**src/design/vectored_interrupt_controller_assert.svh**
```systemverilog
// Assertion macros for the interrupt controller
`ifndef VECTORED_INTERRUPT_CONTROLLER_ASSERT_SVH
`define VECTORED_INTERRUPT_CONTROLLER_ASSERT_SVH
// Implication checked on every clock, disabled while in reset
`define VIC_ASSERT_IMP(label, clk, rst_n, ante, cons) \
	label: assert property (@(posedge clk) disable iff (!rst_n) (ante) |-> (cons)) \
		else $error("assertion failed");
// Next-cycle implication
`define VIC_ASSERT_NXT(label, clk, rst_n, ante, cons) \
	label: assert property (@(posedge clk) disable iff (!rst_n) (ante) |=> (cons)) \
		else $error("assertion failed");
`endif

```
**src/design/vic_pkg.sv**
```systemverilog
// ----------------------------------------------------------------------------
// vic_pkg
// Types and constants of the vectored interrupt controller.
// ----------------------------------------------------------------------------
package vic_pkg;
	localparam logic [2:0] OP_READ  = 3'd0;
	localparam logic [2:0] OP_WRITE = 3'd1;
	localparam logic [2:0] OP_MARK  = 3'd2;
	localparam logic [2:0] OP_SERVE = 3'd3;
	localparam logic [2:0] OP_RET   = 3'd4;

	localparam logic CFG_CPU_ID = 1'b0;
	localparam logic CFG_VBASE  = 1'b1;

	localparam logic [31:0] RESET_CTRL_KEY = 32'hFA050000;
	localparam logic [31:0] VTOR_MASK      = 32'hFFFFFF80;
	localparam logic [31:0] CCR_RESET      = 32'h00000200;
	localparam logic [31:0] ICTR_VALUE     = 32'h0000001F;
	localparam logic [31:0] LOW_HALF       = 32'h0000FFFF;

	typedef struct packed {
		logic [2:0]  op;
		logic [11:0] addr;
		logic [31:0] wdata;
		logic [8:0]  exc_number;
		logic        pend_value;
		logic        primask;
	} vic_in_t;

	typedef struct packed {
		logic [31:0] read_data;
		logic        taken;
		logic [7:0]  taken_exception;
		logic [31:0] vector_address;
	} vic_out_t;

	typedef struct packed {
		logic       start;
		logic       prep;
		logic       scan_step;
		logic       finish;
	} vic_cmd_t;

	typedef struct packed {
		logic       scan_last;
		logic       is_serve;
	} vic_sts_t;
endpackage

```
**src/design/vic_if.sv**
```systemverilog
// ----------------------------------------------------------------------------
// vic_if
// Valid/ready channel carrying one item of type T.
// ----------------------------------------------------------------------------
interface vic_if #(parameter type T = logic) (input logic clk);
	logic valid;
	logic ready;
	T     data;
	modport source (output valid, output data, input ready);
	modport sink (input valid, input data, output ready);
endinterface

```
**src/design/vic_cfg_if.sv**
```systemverilog
// ----------------------------------------------------------------------------
// vic_cfg_if
// Configuration write channel.
// ----------------------------------------------------------------------------
interface vic_cfg_if (input logic clk);
	logic        valid;
	logic        ready;
	logic [0:0]  index;
	logic [31:0] wdata;
	modport source (output valid, output index, output wdata, input ready);
	modport sink (input valid, input index, input wdata, output ready);
endinterface

```
**src/design/vic_ctrl.sv**
```systemverilog
// ----------------------------------------------------------------------------
// vic_ctrl
// Sequencer: accept, read ahead, scan candidates and flush (unmasked service requests only), commit, output result.
// ----------------------------------------------------------------------------
module vic_ctrl import vic_pkg::*; (
	input  logic     clk,
	input  logic     arst_n,
	input  logic     in_valid,
	output logic     in_ready,
	output logic     out_valid,
	input  logic     out_ready,
	input  vic_sts_t sts,
	output vic_cmd_t cmd
);
	typedef enum logic [2:0] {ST_IDLE, ST_PREP, ST_SCAN, ST_FLUSH, ST_DONE, ST_OUT} state_t;
	state_t state_q;

	assign in_ready  = (state_q == ST_IDLE);
	assign out_valid = (state_q == ST_OUT);

	always_comb begin
		cmd = '0;
		cmd.start     = in_valid && state_q == ST_IDLE;
		cmd.prep      = state_q == ST_PREP;
		cmd.scan_step = state_q == ST_SCAN;
		cmd.finish    = state_q == ST_DONE;
	end

	always_ff @(posedge clk or negedge arst_n) begin
		if (!arst_n) begin
			state_q <= ST_IDLE;
		end else begin
			case (state_q)
				ST_IDLE:  if (in_valid) state_q <= ST_PREP;
				ST_PREP:  state_q <= sts.is_serve ? ST_SCAN : ST_DONE;
				ST_SCAN:  if (sts.scan_last) state_q <= ST_FLUSH;
				ST_FLUSH: state_q <= ST_DONE;
				ST_DONE:  state_q <= ST_OUT;
				ST_OUT:   if (out_ready) state_q <= ST_IDLE;
				default:  state_q <= ST_IDLE;
			endcase
		end
	end

	`include "vectored_interrupt_controller_assert.svh"
	`VIC_ASSERT_IMP(a_excl, clk, arst_n, 1'b1, !(in_ready && out_valid))
	`VIC_ASSERT_NXT(a_start, clk, arst_n, cmd.start, state_q == ST_PREP)
	`VIC_ASSERT_NXT(a_done, clk, arst_n, cmd.finish, out_valid)
endmodule

```
**src/design/vic_dp.sv**
```systemverilog
// ----------------------------------------------------------------------------
// vic_dp
// Register file, candidate scan and commit logic. Interrupt priority bytes
// sit in a word memory with one registered read a cycle; a valid bit per
// word makes a word that was never written read as zero.
// ----------------------------------------------------------------------------
module vic_dp import vic_pkg::*; #(
	parameter int SCANNED_IRQS     = 82,
	parameter int PRIORITY_ENTRIES = 240
) (
	input  logic        clk,
	input  logic        arst_n,
	input  vic_cmd_t    cmd,
	output vic_sts_t    sts,
	input  vic_in_t     in_item,
	input  logic [31:0] cpu_id,
	input  logic [31:0] vbase,
	output vic_out_t    res
);
	localparam int NSCAN = 3 + SCANNED_IRQS;
	localparam int CW    = $clog2(NSCAN + 1);
	localparam int NPW   = (PRIORITY_ENTRIES + 3) / 4;
	localparam int PW    = (NPW > 1) ? $clog2(NPW) : 1;

	logic [31:0] en_q [8];
	logic [31:0] pend_q [8];
	logic [31:0] act_q [8];
	logic [7:0]  sprio_q [12];
	logic [31:0] vtor_q, aircr_q, scr_q, ccr_q, cpacr_q;
	logic [8:0]  cur_q;
	logic        nmi_q, pendsv_q, systick_q;

	vic_in_t     it_q;
	logic [CW-1:0] idx_q;
	logic [8:0]  best_q;
	logic [9:0]  bestp_q;
	vic_out_t    res_q;
	assign res = res_q;

	logic [11:0] a;
	assign a = {it_q.addr[11:2], 2'b00};

	assign sts.is_serve  = it_q.op == OP_SERVE && !it_q.primask;
	assign sts.scan_last = idx_q == CW'(NSCAN - 1);

	logic [11:0] po;
	logic [3:0]  so;
	assign po = a - 12'h400;
	assign so = 4'(a - 12'hD18);

	logic [8:0] ci;
	assign ci = cur_q - 9'd16;

	// scan element
	logic [8:0] se;
	logic [7:0] sirq;
	logic       sok;
	logic [9:0] ssp;
	always_comb begin
		case (idx_q)
			CW'(0):  se = 9'd2;
			CW'(1):  se = 9'd14;
			CW'(2):  se = 9'd15;
			default: se = 9'(idx_q) + 9'd13;
		endcase
		sirq = 8'(se - 9'd16);
		if (se == 9'd2) sok = nmi_q;
		else if (se == 9'd14) sok = pendsv_q;
		else if (se == 9'd15) sok = systick_q;
		else sok = pend_q[sirq[7:5]][sirq[4:0]] && en_q[sirq[7:5]][sirq[4:0]];
		if (se == 9'd2) ssp = 10'h3FD;
		else if (se < 9'd16) ssp = {2'b00, sprio_q[4'(se - 9'd4)]};
		else ssp = 10'd0;
	end

	// priority word memory
	logic [31:0]    pmem [NPW];
	logic [NPW-1:0] pvld_q;
	logic [31:0]    pword_s1;
	logic           pvld_s1;
	logic [1:0]     pbs_s1;
	logic [PW-1:0]  pra, pwa;
	logic [1:0]     pbs;
	logic           pwe;
	logic [7:0]     pbyte;

	always_comb begin
		if (cmd.scan_step) begin
			pra = PW'(sirq[7:2]); pbs = sirq[1:0];
		end else if (it_q.op == OP_READ) begin
			pra = PW'(po[7:2]); pbs = 2'd0;
		end else begin
			pra = PW'(ci[7:2]); pbs = ci[1:0];
		end
	end

	assign pwa = PW'(po[7:2]);
	assign pwe = cmd.finish && it_q.op == OP_WRITE && a >= 12'h400 && a < 12'h4F0 &&
		32'(po[7:2]) < NPW;
	assign pbyte = pvld_s1 ? pword_s1[8*pbs_s1 +: 8] : 8'd0;

	always_ff @(posedge clk) begin
		if (pwe) pmem[pwa] <= it_q.wdata;
		pword_s1 <= pmem[pra];
	end

	// compare stage
	logic       v_s1, sok_s1, sin_s1, prep_s1;
	logic [8:0] se_s1;
	logic [9:0] ssp_s1, sp;
	logic [7:0] curb_q;
	always_comb begin
		if (se_s1 < 9'd16) sp = ssp_s1;
		else if (sin_s1) sp = {2'b00, pbyte};
		else sp = 10'd0;
	end

	// read mux
	logic [31:0] rd;
	logic [31:0] prd;
	always_comb begin
		for (int k = 0; k < 4; k++)
			prd[8*k +: 8] = (pvld_s1 && 32'(po) + k < PRIORITY_ENTRIES) ?
				pword_s1[8*k +: 8] : 8'd0;
		rd = '0;
		if (a == 12'h000) rd = ICTR_VALUE;
		else if (a == 12'hD00) rd = cpu_id;
		else if (a == 12'hD04) rd = {nmi_q, 2'b0, pendsv_q, 1'b0, systick_q, 17'd0, cur_q};
		else if (a == 12'hD08) rd = vtor_q;
		else if (a == 12'hD0C) rd = aircr_q;
		else if (a == 12'hD10) rd = scr_q;
		else if (a == 12'hD14) rd = ccr_q;
		else if (a == 12'hD88) rd = cpacr_q;
		else if (a >= 12'hD18 && a < 12'hD24)
			rd = {sprio_q[so+4'd3], sprio_q[so+4'd2], sprio_q[so+4'd1], sprio_q[so]};
		else if (a >= 12'h100 && a < 12'h120) rd = en_q[a[4:2]];
		else if (a >= 12'h180 && a < 12'h1A0) rd = en_q[a[4:2]];
		else if (a >= 12'h200 && a < 12'h220) rd = pend_q[a[4:2]];
		else if (a >= 12'h280 && a < 12'h2A0) rd = pend_q[a[4:2]];
		else if (a >= 12'h300 && a < 12'h320) rd = act_q[a[4:2]];
		else if (a >= 12'h400 && a < 12'h4F0) rd = prd;
	end

	logic [9:0] curp;
	logic       go;
	always_comb begin
		if (cur_q < 9'd4) curp = 10'h3FD;
		else if (cur_q < 9'd16) curp = {2'b00, sprio_q[4'(cur_q - 9'd4)]};
		else if (32'(ci) < PRIORITY_ENTRIES) curp = {2'b00, curb_q};
		else curp = 10'd0;
	end
	assign go = best_q != 9'd0 &&
		(cur_q == 9'd0 || $signed(bestp_q) < $signed(curp));

	logic [8:0] bi, di, di_m;
	assign bi   = best_q - 9'd16;
	assign di   = cur_q - 9'd16;
	assign di_m = it_q.exc_number - 9'd16;

	always_ff @(posedge clk or negedge arst_n) begin
		if (!arst_n) begin
			for (int i = 0; i < 8; i++) begin
				en_q[i] <= '0; pend_q[i] <= '0; act_q[i] <= '0;
			end
			for (int i = 0; i < 12; i++) sprio_q[i] <= '0;
			vtor_q <= '0; aircr_q <= RESET_CTRL_KEY; scr_q <= '0;
			ccr_q <= CCR_RESET; cpacr_q <= '0; cur_q <= '0;
			nmi_q <= 1'b0; pendsv_q <= 1'b0; systick_q <= 1'b0;
			idx_q <= '0; best_q <= '0; bestp_q <= '0;
			res_q <= '0; pvld_q <= '0; pvld_s1 <= 1'b0; pbs_s1 <= '0;
			v_s1 <= 1'b0; sok_s1 <= 1'b0; sin_s1 <= 1'b0; prep_s1 <= 1'b0;
			se_s1 <= '0; ssp_s1 <= '0; curb_q <= '0;
		end else begin
			pvld_s1 <= pvld_q[pra];
			pbs_s1  <= pbs;
			prep_s1 <= cmd.prep;
			v_s1    <= cmd.scan_step;
			if (prep_s1) curb_q <= pbyte;
			if (cmd.start) begin
				idx_q <= '0; best_q <= '0; bestp_q <= 10'd256;
			end
			if (cmd.scan_step) begin
				if (!sts.scan_last) idx_q <= idx_q + CW'(1);
				se_s1 <= se; sok_s1 <= sok; ssp_s1 <= ssp;
				sin_s1 <= 32'(sirq) < PRIORITY_ENTRIES;
			end
			if (v_s1 && sok_s1 && $signed(sp) < $signed(bestp_q)) begin
				best_q <= se_s1; bestp_q <= sp;
			end
			if (cmd.finish) begin
				res_q <= '0;
				case (it_q.op)
					OP_READ: res_q.read_data <= rd;
					OP_WRITE: begin
						if (a == 12'hD04) begin
							if (it_q.wdata[26]) systick_q <= 1'b1;
							else if (it_q.wdata[25]) systick_q <= 1'b0;
							if (it_q.wdata[28]) pendsv_q <= 1'b1;
							else if (it_q.wdata[27]) pendsv_q <= 1'b0;
							if (it_q.wdata[31]) nmi_q <= 1'b1;
						end else if (a == 12'hD08) vtor_q <= it_q.wdata & VTOR_MASK;
						else if (a == 12'hD0C)
							aircr_q <= (it_q.wdata & LOW_HALF) | RESET_CTRL_KEY;
						else if (a == 12'hD10) scr_q <= it_q.wdata;
						else if (a == 12'hD14) ccr_q <= it_q.wdata;
						else if (a == 12'hD88) cpacr_q <= it_q.wdata;
						else if (a >= 12'hD18 && a < 12'hD24) begin
							for (int k = 0; k < 4; k++)
								if (32'(so) + k < 12)
									sprio_q[32'(so) + k] <= it_q.wdata[8*k +: 8];
						end else if (a >= 12'h100 && a < 12'h120)
							en_q[a[4:2]] <= en_q[a[4:2]] | it_q.wdata;
						else if (a >= 12'h180 && a < 12'h1A0)
							en_q[a[4:2]] <= en_q[a[4:2]] & ~it_q.wdata;
						else if (a >= 12'h200 && a < 12'h220)
							pend_q[a[4:2]] <= pend_q[a[4:2]] | it_q.wdata;
						else if (a >= 12'h280 && a < 12'h2A0)
							pend_q[a[4:2]] <= pend_q[a[4:2]] & ~it_q.wdata;
						else if (a >= 12'h400 && a < 12'h4F0) begin
							if (pwe) pvld_q[pwa] <= 1'b1;
						end
					end
					OP_MARK: begin
						if (it_q.exc_number == 9'd2) nmi_q <= it_q.pend_value;
						else if (it_q.exc_number == 9'd14) pendsv_q <= it_q.pend_value;
						else if (it_q.exc_number == 9'd15) systick_q <= it_q.pend_value;
						else if (it_q.exc_number >= 9'd16 && it_q.exc_number < 9'd256)
							pend_q[di_m[7:5]][di_m[4:0]] <= it_q.pend_value;
					end
					OP_SERVE: if (sts.is_serve && go) begin
						cur_q <= best_q;
						if (best_q == 9'd2) nmi_q <= 1'b0;
						else if (best_q == 9'd14) pendsv_q <= 1'b0;
						else if (best_q == 9'd15) systick_q <= 1'b0;
						else begin
							pend_q[bi[7:5]][bi[4:0]] <= 1'b0;
							act_q[bi[7:5]][bi[4:0]] <= 1'b1;
						end
						res_q.taken <= 1'b1;
						res_q.taken_exception <= best_q[7:0];
						res_q.vector_address <= ((vtor_q != 32'd0) ? vtor_q : vbase) +
							{21'd0, best_q, 2'b00};
					end
					OP_RET: begin
						if (cur_q >= 9'd16 && cur_q < 9'd272)
							act_q[di[7:5]][di[4:0]] <= 1'b0;
						cur_q <= it_q.exc_number;
					end
					default: ;
				endcase
			end
		end
	end

	always_ff @(posedge clk) begin
		if (cmd.start) it_q <= in_item;
	end

	`include "vectored_interrupt_controller_assert.svh"
	`VIC_ASSERT_NXT(a_tk, clk, arst_n, cmd.finish, !res_q.taken || it_q.op == OP_SERVE)
	`VIC_ASSERT_NXT(a_cur, clk, arst_n, cmd.finish && go && sts.is_serve, cur_q != 9'd0)
	`VIC_ASSERT_IMP(a_idx, clk, arst_n, 1'b1, 32'(idx_q) < NSCAN)
endmodule

```
**src/design/vectored_interrupt_controller.sv**
```systemverilog
// ----------------------------------------------------------------------------
// vectored_interrupt_controller
// Interrupt controller register page with priority arbitration.
// ----------------------------------------------------------------------------
// channel   dir  payload
// in_ch     in   op, addr, wdata, exc_number, pend_value, primask
// out_ch    out  read_data, taken, taken_exception, vector_address
// cfg       in   index (cpu_id, vector_base_default), wdata
// Service request: after accept, read-ahead, one scan cycle per candidate, flush,
// commit, then the result is valid. Other ops and masked requests skip scan and flush.
// One item at a time; a stalled result holds until taken and blocks the input.
// Reset is asynchronous but spares the captured request and the priority memory;
// priority words read zero until written.
module vectored_interrupt_controller import vic_pkg::*; #(
	parameter int SCANNED_IRQS     = 82,
	parameter int PRIORITY_ENTRIES = 240
) (
	input logic  clk,
	input logic  arst_n,
	vic_if.sink  in_ch,
	vic_if.source out_ch,
	vic_cfg_if.sink cfg
);
	vic_cmd_t cmd;
	vic_sts_t sts;
	logic [31:0] cpu_id_q, vbase_q;

	assign cfg.ready = 1'b1;
	always_ff @(posedge clk or negedge arst_n) begin
		if (!arst_n) begin
			cpu_id_q <= '0; vbase_q <= '0;
		end else if (cfg.valid) begin
			if (cfg.index == CFG_CPU_ID) cpu_id_q <= cfg.wdata;
			else vbase_q <= cfg.wdata;
		end
	end

	vic_ctrl u_ctrl (
		.clk, .arst_n,
		.in_valid(in_ch.valid), .in_ready(in_ch.ready),
		.out_valid(out_ch.valid), .out_ready(out_ch.ready),
		.sts, .cmd
	);

	vic_dp #(.SCANNED_IRQS(SCANNED_IRQS), .PRIORITY_ENTRIES(PRIORITY_ENTRIES)) u_dp (
		.clk, .arst_n, .cmd, .sts,
		.in_item(in_ch.data), .cpu_id(cpu_id_q), .vbase(vbase_q), .res(out_ch.data)
	);
endmodule
```
**src/flat_wrapper.sv**
```systemverilog
// flat-port wrapper written by rule: the top's interface ports become plain ports
module vectored_interrupt_controller_flat import vic_pkg::*;
#(
	parameter int SCANNED_IRQS     = 82,
	parameter int PRIORITY_ENTRIES = 240
)
  (clk, arst_n, in_ch_valid, in_ch_data, in_ch_ready, out_ch_valid, out_ch_data, out_ch_ready, cfg_valid, cfg_index, cfg_wdata, cfg_ready);
  vic_if in_ch_i (.clk(clk));
  vic_if out_ch_i (.clk(clk));
  vic_cfg_if cfg_i (.clk(clk));
  input logic clk;
  input logic arst_n;
  input wire logic [$bits(in_ch_i.valid)-1:0] in_ch_valid;
  input wire logic [$bits(in_ch_i.data)-1:0] in_ch_data;
  output wire logic [$bits(in_ch_i.ready)-1:0] in_ch_ready;
  output wire logic [$bits(out_ch_i.valid)-1:0] out_ch_valid;
  output wire logic [$bits(out_ch_i.data)-1:0] out_ch_data;
  input wire logic [$bits(out_ch_i.ready)-1:0] out_ch_ready;
  input wire logic [$bits(cfg_i.valid)-1:0] cfg_valid;
  input wire logic [$bits(cfg_i.index)-1:0] cfg_index;
  input wire logic [$bits(cfg_i.wdata)-1:0] cfg_wdata;
  output wire logic [$bits(cfg_i.ready)-1:0] cfg_ready;
  assign in_ch_i.valid = in_ch_valid;
  assign in_ch_i.data = in_ch_data;
  assign in_ch_ready = in_ch_i.ready;
  assign out_ch_valid = out_ch_i.valid;
  assign out_ch_data = out_ch_i.data;
  assign out_ch_i.ready = out_ch_ready;
  assign cfg_i.valid = cfg_valid;
  assign cfg_i.index = cfg_index;
  assign cfg_i.wdata = cfg_wdata;
  assign cfg_ready = cfg_i.ready;
  vectored_interrupt_controller #(.SCANNED_IRQS(SCANNED_IRQS), .PRIORITY_ENTRIES(PRIORITY_ENTRIES)) u_core (.clk(clk), .arst_n(arst_n), .in_ch(in_ch_i), .out_ch(out_ch_i), .cfg(cfg_i));
endmodule
```
**config.mk**
```make
export PLATFORM = sky130hd
export DESIGN_NAME = vectored_interrupt_controller_flat
export DESIGN_NICKNAME = d
export VERILOG_FILES = /design/src/design/vic_pkg.sv /design/src/design/vic_if.sv /design/src/design/vic_cfg_if.sv /design/src/design/vic_ctrl.sv /design/src/design/vic_dp.sv /design/src/design/vectored_interrupt_controller.sv /design/src/flat_wrapper.sv
export VERILOG_INCLUDE_DIRS = /design/src /design/src/design
export SDC_FILE = /design/constraint.sdc
export NUM_CORES = 1
export LEC_CHECK = 0
export BUFFER_PORTS_ARGS = -buffer_cell sky130_fd_sc_hd__buf_4
export CAP_MARGIN = 20
export CORE_MARGIN = 4
export CORE_UTILIZATION = 38
export DETAILED_ROUTE_END_ITERATION = 10
export HOLD_SLACK_MARGIN = 0.03
export PLACE_DENSITY = 0.76
export SKIP_LAST_GASP = 1
export SYNTH_ARGS = -nofsm -noshare
export SYNTH_HDL_FRONTEND = slang
export SYNTH_SLANG_ARGS = --single-unit
```
**constraint.sdc**
```tcl
create_clock -name clk -period 2.3 [get_ports clk]
set_clock_uncertainty 0.1 [all_clocks]
set_input_delay 0.23 -clock clk [delete_from_list [all_inputs] [get_ports clk]]
set_output_delay 0.23 -clock clk [all_outputs]
set_load 0.03 [all_outputs]
```
# After elaboration in Yosys (flattened, before gate mapping)
# Cells that the tools add are included.
[word_totals]
regBits = 10
inputBits = 39
out_inout_bits = 4
wordCells = 23
[op_classes]
addsub = 1
n_eq_ne = 9
n_mux = 7
n_reduce_logical = 4
[op_table]
columns = ["op", "count"]
rows = [
  ["$mux W7", 3],
  ["$pmux W3 S5", 1],
  ["$mux W3", 3],
  ["$add A7 B1 Y7 const B", 1],
  ["$eq A7 B7 Y1 const B", 1],
  ["$eq A3 B2 Y1 const B", 2],
  ["$eq A3 B3 Y1 const B", 2],
  ["$ne A2 B1 Y1 const B", 2],
  ["$eq A3 B1 Y1 const B", 1],
  ["$logic_not A3 Y1", 1],
  ["$reduce_and A3 Y1", 1],
  ["$ne A2 B2 Y1 const B", 1],
  ["$reduce_or A2 Y1", 1],
  ["$logic_and A1 B1 Y1", 1],
]

# Depth between registers and ports, before layout
[depth]
depth_word = 5
mapped_depth = 5

# Hierarchy
# From an unflattened synthesis, not the netlist that was laid out.
[hier_totals]
hier_cells = 11002
area_unflattened_um2 = 148379.8
[modules_own_cells]
columns = ["mod", "n_inst", "cells_per_inst", "area_each_um2"]
rows = [
  ["vic_dp", 1, 10839, 145708.5],
  ["vectored_interrupt_controller", 1, 140, 2441.1],
  ["vic_ctrl", 1, 23, 230.2],
]

# Worst setup path after synthesis
# No wires, ideal clock.
[synth_path]
kind = "register to register"
from = "register u_core.u_ctrl.state_q[1]"
to = "register u_core.u_dp.idx_q[1]"
setup_time_ns = 0.125
arrival_time_ns = 1.587
required_time_ns = 2.075
setup_slack_ns = 0.489
path_stages_with_launch = 4
cell_sequence = "dfrtp_1 -> nor3_1 -> a21oi_1 -> mux2_2"
[synth_between]
elab_chain_cells = 5
[synth_rtl]
columns = ["element", "line", "text"]
rows = [
  ["from (decl)", "vic_ctrl.sv:16", "state_t state_q;"],
  ["from (signal assigned)", "vic_ctrl.sv:35", "ST_PREP: state_q <= sts.is_serve ? ST_SCAN : ST_DONE;"],
  ["$logic_not A3 Y1 *", "n/a", ""],
  ["via in_ch_ready", "flat_wrapper.sv:15", "output wire logic [$bits(in_ch_i.ready)-1:0] in_ch_ready;"],
  ["$logic_and A1 B1 Y1 *", "vic_ctrl.sv:23", "cmd.start = in_valid && state_q == ST_IDLE;"],
  ["$mux W7 *", "vic_dp.sv:179", "if (cmd.start) begin"],
  ["$mux W7", "vic_dp.sv:183", "if (!sts.scan_last) idx_q <= idx_q + CW'(1);"],
  ["$mux W7 *", "vic_dp.sv:182", "if (cmd.scan_step) begin"],
  ["to (signal assigned)", "vic_dp.sv:183", ""],
  ["to (decl)", "vic_dp.sv:34", "logic [CW-1:0] idx_q;"],
]
# Mark *: on every way through the listed nets, which the timed path passes. The rest lies on a longest branch.
# A chain may end at the register's enable or synchronous reset.

# Final worst setup path
[layout_path]
from = "register u_core.u_ctrl.state_q[0]"
to = "register u_core.u_dp.idx_q[1]"
[layout_between]
elab_chain_cells = 5
[layout_rtl]
columns = ["element", "line"]
rows = [
  ["$logic_not A3 Y1", "vic_ctrl.sv:23"],
  ["$logic_and A1 B1 Y1", "vic_ctrl.sv:23"],
  ["$mux W7", "vic_dp.sv:179"],
  ["$mux W7", "vic_dp.sv:183"],
  ["$mux W7 *", "vic_dp.sv:182"],
]
# Every way passes the cells marked *; elsewhere a longest branch is shown, timed or not.

==> run summary <==
The flow ran to the end, and the final reports show no timing, DRC or antenna violations. At the worst endpoint, the required time is 2.35 ns. TritonCTS built the clock tree. The endpoint of the worst setup timing path is u_core.u_dp.idx_q[1]$_DFF_PN0_.

The worst setup path is captured at a register. For this configuration, the core starts out at a cell density of 42.2%. In this run the remaining antenna-violating nets after routing total 0. After detailed routing, the number of remaining DRC violations is 0.

For the final routed database, the setup TNS stands at 0 ns. The total count of hold-check failures in the final report is 0. The number of cells in the design after placement is 75. In this run the critical register-to-register path is captured at u_core.u_dp.idx_q[1]$_DFF_PN0_.

The static leakage power came out at 0.284 nW. The count of input and output buffers is 5. Post-CTS repair changed the size of 0 cells. The filler cells instantiated in the layout total 146. The clock tree root driver cell is clkbuf_4.

The maximum buffer depth of the clock tree is 2. Entering global routing, the biggest net connects 11 pins. The post-synthesis register bit count is 10. The slowest cell on the critical path is or3b_1.

The fraction of layout instances using a drive strength above 1 came out at 18.5%. The cell row count came out at 13. The per-cell routed wire length came out at 13.3 um. TritonCTS created 3 clock buffers.

The count of antenna diodes in the layout came out at 0. The tree built by TritonCTS fans out to 10 sinks. The total overflow reported by the global router is 0. The horizontal die dimension is 47.0 um.

The critical path in this run is classified as register to register. The number of top-level design ports is 43. The count of different cell masters after synthesis is 26.

The via count of the first global-routing pass came out at 451. The setup slack of the worst register-to-register path is 0.44 ns. The number of warning messages in the yosys log is 0.

For this run, the detailed router's first-pass iteration total came to 2. The min-delay analysis places its worst path in the category input pin to asynchronous set/reset pin. The synthesis-to-layout area growth is 13.2%. The number of cells in the finished layout apart from fillers came out at 80.

The power density normalized to cell area came out at 881 mW/mm^2. The delay of the slowest cell on the worst path came out at 0.55 ns. The highest clock rate came out at 0.538 GHz. The CTS clock-pin slew for the worst setup and hold paths came out at 0.06 ns. At the end of routability-driven placement, the weighted congestion stood at 0.763.

The data arrival at the endpoint of the critical path came out at 1.91 ns. Traced cell by cell, the critical path runs through or3b_1, a21oi_1, mux2_2. The area share of the leading cell type in the synthesized netlist is 43.4%. The max capacitance violation total is 0. The gate count after technology mapping is 58.

The net count after synthesis is 99. Among all flip-flop cells after synthesis, the most frequent one is dfrtp_1. After legalization and detailed placement, the total HPWL measured 826 um. Across every metal layer, demand over resource in global routing totals 12.9%. Setup violations remaining at the end of the flow were counted as 0. The number of synthesized flops with an enable pin is 0. The final wirelength is 1060 um. The wire length of the first global-routing pass is 1900 um. The number of buffers inserted for hold repair after clock tree synthesis is 1. The startpoint type of the worst setup path is a register. The largest area contributor in the netlist is dfrtp_1.

The net total in the final layout came out at 107. The commonest cells after synthesis are dfrtp_1 (10), nand2_1 (7), inv_1 (5), a21oi_1 (3), mux2i_1 (3). The final critical path time including I/O delays and setup is 1.86 ns. The worst IR drop on VDD is 0.429 mV. The core box area is 0.00137 mm^2. The portion of the post-synthesis area used by sequential elements came out at 43.4%.

The clock insertion delay at the later pin of the skew report came out at 0.26 ns. The area of the mapped netlist is 577 um^2. After synthesis, the mean cell area works out to 9.94 um^2. The post-route fraction of the period consumed by the critical path is 80.9%. Tracing the worst setup path back leads to its startpoint at u_core.u_ctrl.state_q[0]$_DFFE_PN0P_. The vertical extent of the die came out at 47.0 um.

Setup repair after global routing left no endpoint under its margin. The number of levels the H-tree was split into is 1. The violation count after the first detailed-route iteration came out at 3.

The final design utilization is 47.8%. The max-slew violation total from the final report came out at 0. The buffer count from post-CTS setup fixing is 0.

After synthesis, the cell types taking the most area are dfrtp_1 (43%), mux2i_1 (5.2%), nand2_1 (4.6%). The detailed router placed 438 vias in this run. The worst-case reg-to-reg path depth is 3. The worst register-to-register path begins at u_core.u_ctrl.state_q[0]$_DFFE_PN0P_.

Among all cell types in the netlist, the one instantiated most often is dfrtp_1. The die footprint is 0.00221 mm^2. The largest fanout on the critical path came out at 10. The number of antenna violations at the first check in global routing is 0.

The share of flip-flops with an asynchronous set or reset after synthesis came out at 100%. The ratio of routed vias to standard cells came out at 5.48.
[per-stage QoR]
| stage | total power [W] | setup slack [ns] | cell area (um^2) | hold slack, ns |
|---|---|---|---|---|
| 6_report | 0.000576 | 0.440 | 653 | 0.222 |
| 5_1_grt | 0.000618 | 0.346 | 653 | 0.225 |
| 4_1_cts | 0.000582 | 0.449 | 653 | 0.223 |
| 3_5_place_dp | 0.000424 | 0.453 | 607 | -0.0373 |
| 3_3_place_gp | 0.000419 | 0.468 | 607 | -0.0353 |
| 2_1_floorplan | 0.000369 | 0.489 | 577 | -0.166 |
[per-layer routing]
metal | routed length [um] | global-route usage [%] | vias up | part of all wire [%]
met5 | 0 | 0 | - | 0
met4 | 17 | 6.63 | 0 | 1.6
met3 | 45 | 5.75 | 4 | 4.2
met2 | 536 | 21.4 | 8 | 50
met1 | 464 | 13.9 | 206 | 44
li1 | - | - | 220 | -
[layout by cell type (no fill, tap or decap), types with 2 or more instances in the layout]
master    count
nand2_1       7
inv_1         5
buf_4         5
mux2_2        2
dfrtp_1      10
nand3_1       2
a211oi_1      2
o41ai_1       2
mux2i_1       3
o311ai_0      2
a21oi_1       3
conb_1        2
nor2_1        2
ha_1          2
clkbuf_4      3
[layout make-up]
| type | instances | area [um^2] | area share [%] |
|---|---|---|---|
| tap | 15 | 18.8 | 2.87 |
| clock buffer | 4 | 36.3 | 5.56 |
| multi-input combinational | 40 | 282 | 43.1 |
| inverter | 5 | 18.8 | 2.87 |
| sequential | 10 | 250 | 38.3 |
| timing repair buffer | 6 | 47.5 | 7.28 |
[state kept, by name, indices dropped and copies added, names as in the netlist]
register and count:
u_core.u_dp.idx_q 7, u_core.u_ctrl.state_q 3
[worst max-delay path: cells and delay by family (launching register included)]
| kind | cells | cell delay (ns) |
|---|---|---|
| AO/OA/AOI/OAI | 1 | 0.29 |
| AND/OR/NAND/NOR | 1 | 0.55 |
| multiplexers | 1 | 0.37 |
| flip-flops | 1 | 0.44 |
[report_power, final]
| group | internal [W] | total (W) | switching [W] |
|---|---|---|---|
| combinational | 0.0000793 | 0.000167 | 0.0000873 |
| sequential | 0.000209 | 0.000254 | 0.0000448 |
| clock | 0.0000961 | 0.000155 | 0.0000588 |
| total | 0.000385 | 0.000576 | 0.000191 |
[kinds of logic after synthesis]
group           Yosys count  share of synthesized area (%)
simple gates             18                           18.0
compound gates           13                           16.1
flops                    10                           43.4
buf+inv                   8                           7.81
mux                       5                           9.11
fa+ha+maj                 2                           4.34
other cells               2                           1.30
[worst min path at each step]
stage                                           endpoint  slack, ns  cells after the start
floorplan           u_core.u_ctrl.state_q[0]$_DFFE_PN0P_      -0.17                      0
global placement          u_core.u_dp.idx_q[4]$_DFF_PN0_      -0.04                      1
detailed placement        u_core.u_dp.idx_q[2]$_DFF_PN0_      -0.04                      1
CTS                 u_core.u_ctrl.state_q[1]$_DFFE_PN0P_       0.22                      2
global route        u_core.u_ctrl.state_q[1]$_DFFE_PN0P_       0.22                      2
finish              u_core.u_ctrl.state_q[1]$_DFFE_PN0P_       0.22                      2
No activity file was read; power rests on OpenSTA's default activity.
